$ cat src/rtl/lga_ram.sv
// Generic single-port RAM with registered read.
module lga_ram #(
    parameter int WIDTH = 8,
    parameter int DEPTH = 256
) (
    input  logic                     clk,
    input  logic                     we,
    input  logic [$clog2(DEPTH)-1:0] addr,
    input  logic [WIDTH-1:0]         wdata,
    output logic [WIDTH-1:0]         rdata
);
    logic [WIDTH-1:0] mem [DEPTH];

    // Write and registered read at one address.
    always_ff @(posedge clk)
    begin
        if (we)
        begin
            mem[addr] <= wdata;
        end
        rdata <= mem[addr];
    end
endmodule

$ cat config.mk
export PLATFORM = sky130hd
export DESIGN_NAME = lga_ram
export DESIGN_NICKNAME = d
export VERILOG_FILES = /design/src/rtl/lga_ram.sv
export SDC_FILE = /design/constraint.sdc
export NUM_CORES = 2
export LEC_CHECK = 0
export BUFFER_PORTS_ARGS = -buffer_cell sky130_fd_sc_hd__buf_2
export CORE_MARGIN = 1.5
export CORE_UTILIZATION = 30
export DETAILED_ROUTE_END_ITERATION = 16
export MAX_ROUTING_LAYER = met4
export PLACE_DENSITY = 0.41
export SLEW_MARGIN = 15
export SYNTH_ARGS = -nofsm -noshare
export SYNTH_HDL_FRONTEND = slang
export SYNTH_SLANG_ARGS = --single-unit
$ cat constraint.sdc
create_clock -name clk -period 4.9 [get_ports clk]
set_input_delay 1.225 -clock clk [delete_from_list [all_inputs] [get_ports clk]]
set_output_delay 1.225 -clock clk [all_outputs]
set_load 0.02 [all_outputs]
==> reports/metrics.yaml <==
run_status:
  outcome: "finished, final reports clean"
cts:
  cts_sinks: 2056
  clk_pin_slew_ns: 0.06
  cts_buffers: 219
  postCtsSetupBuffers: 0
  cts_tree: "yes"
  root_buffer: "clkbuf_16"
  ctsResizeCount: 0
  htree_levels: 4
  postCtsHoldBufs: 0
  clock_latency_ns: 0.90
  cts_max_path_buffers: 3
worst_setup_path:
  crit_type: "in -> reg"
  reg2regPathDepth: 5
  reg2reg_setup_slack_ns: 2.02
  timing.rr.start: "mem[124][4]"
  crit_family: "compound AO/OA/AOI/OAI gates"
  cp.arrival_ns: 4.55
  cp_max_fo: 27
  critical_path.startpoint_type: "input port"
  critical_path_required_ns: 5.61
  critPathSlowestCell: "o41ai_1"
  critical_path.max_stage_delay_ns: 0.90
  cp.depth: 9
  crit_path_end: "rdata[7]"
  path_cells: "buf_8 > buf_12 > buf_4 > buf_4 > mux4_2 > a22oi_1 > a21oi_1 > o41ai_1 > nand4_1"
  cp_common_cell: "buf_4"
  worstSetupStartpoint: "addr[0]"
  end_kind: "flop"
  r2r_end: "rdata[4]"
  crit_buf_inv: 4
power:
  power_density_mw_per_mm2: 405
  vdd_drop_max_v: 0.000359
  p_total_w: 0.0375
  p_leak_nw: 28.4
synth:
  synth-async-reset-ratio_pct: 0
  ys_seq_elements: 2056
  seq_area_frac_synth_pct: 78.6
  synth_area_mm2: 0.0785
  synthCells: 3547
  synthFlopType: "edfxtp_1"
  ys_warn_count: 0
  syn-num-nets: 3565
  yosysUniqueCellTypes: 22
  syn_area_per_cell_um2: 22.1
  synth_edf_count: 2048
global_route:
  grt_pass1_vias: 39100
  antenna_found_initial: 12
  grt.total_usage_pct: 17.6
  grt_remaining_overflow: 0
  grt_pass1_wl_mm: 318
  grt_start_max_net_pins: 112
final_layout:
  drive_above_1_share_pct: 30.0
  area_growth_pct: 18.0
  instances_no_fill: 7633
  nets: 3959
  fillers: 24000
sta:
  tightest_slew_ns: 1.27
  setup_ws_ns: 1.06
  hold_viol: 0
  finalCriticalPeriod_ns: 3.84
  slew_viol_final: 0
  period_share_pct: 78.5
  setup_viol: 0
  rsz0062_at_grt: "no"
  fin_skew_ns: 0.0657
  fmax_mhz: 260
  slew_headroom_pct: 14.2
floorplan:
  num_rows: 187
  fp.dieH_um: 515
  num_io_pins: 26
  fp.dieW_um: 515
  core_region_area_mm2: 0.260
  start_util_pct: 30.2
  die_area_mm2: 0.265
route:
  num_vias: 37800
  drt_wl_total_mm: 227
  wl_per_cell_um: 29.8
  ant_nets: 0
  viasPerCell: 4.95
  drc: 0
  drtIter0Drc: 3547
  dr.pass1.iters: 7
hold_path:
  holdPathStages: 1
  hold_path_class: "in -> reg"
place:
  dpl.hpwl_mm: 139
  place_congestion: 0.766
  pre_cts_ws_ns: 0.121
  dp_cells: 7216
  port_buffers: 25
flow_run:
  drv_cap: 0
-- routing by layer --
metal  vias to the layer above  global-route usage [%]  part of all wire (%)
li1                      15900                       -                     -
met1                     20700                    24.3                    45
met2                       854                    27.6                    48
met3                       271                    2.60                   4.3
met4                         0                    3.86                   2.0
met5                         -                       -                     0
-- placed cells by master (no fill, tap or decap), types with 49 or more instances in the layout --
cell type | Yosys | layout
a21oi_1 | 128 | 128
a22oi_1 | 256 | 256
buf_12 | 0 | 51
buf_4 | 16 | 329
clkbuf_1 | 145 | 49
clkbuf_16 | 0 | 219
clkinv_1 | 0 | 64
edfxtp_1 | 2048 | 2048
mux4_2 | 512 | 512
nor2_1 | 232 | 231
-- power breakdown --
part	internal, W	total, W	switching (W)
clock network	0.00917	0.0163	0.00712
logic	0.000627	0.00180	0.00118
registers	0.0194	0.0194	0.0000411
-- synthesized netlist by cell type (2+ instances only) --
master,n,share of area (%)
nand2b_1,6,0.048
buf_2,36,0.23
nor3_1,30,0.19
a21oi_1,128,0.82
mux4_2,512,15
buf_6,16,0.23
buf_4,16,0.15
nand3_1,13,0.083
dfxtp_1,8,0.20
edfxtp_1,2048,78
a22oi_1,256,2.4
clkbuf_1,145,0.69
nor2_1,232,1.1
nor2b_1,7,0.056
buf_1,19,0.091
o41ai_1,32,0.36
nand4_1,8,0.064
and2_1,3,0.024
nand2_1,28,0.13
or2_2,2,0.016
-- flip-flops by register name, indices dropped and copies added (netlist names) --
signal / flops
mem: 2048
rdata: 8
-- logic make-up (layout without fill, tap and decap cells) --
family,Yosys count,after routing,share of synthesized area [%]
multiplexers,512,512,14.7
AND/OR/NAND/NOR,330,330,1.73
buffers and inverters,233,815,1.40
other,0,8,0
AO/OA/AOI/OAI,416,416,3.62
flip-flops,2056,2056,78.6
-- how the worst min path moves through the flow --
stage	startpoint	endpoint	slack [ns]
2_1_floorplan	mem[146][0]	rdata[0]	0.82
3_3_place_gp	mem[180][6]	rdata[6]	1.02
3_5_place_dp	mem[182][2]	rdata[2]	0.98
4_1_cts	wdata[2]	mem[134][2]	0.81
5_1_grt	wdata[2]	mem[134][2]	0.83
6_report	wdata[6]	mem[52][6]	0.84
-- metrics by stage --
stage                     utilization [%]  setup TNS [ns]  cell area, um^2  hold slack, ns
final                                35.6               0            92600           0.840
after global placement               32.9          -0.501            85600            1.02
after floorplan                         -               0            78500           0.819
after global routing                 35.6               0            92600           0.827
after detailed placement             32.9               0            85600           0.979
after CTS                            35.6               0            92600           0.815
-- cell type report --
cell class	count	area [um^2]	share of cell area, %
sequential	2056	61700	66.6
multi-input combinational	1258	15800	17.1
clock buffer	269	5680	6.13
tap	3496	4370	4.72
timing repair buffer	405	3720	4.01
clock inverter	140	1340	1.45
antenna	8	20.0	0.0216
inverter	1	3.75	0.00405
(Power assumes the default switching activity.)
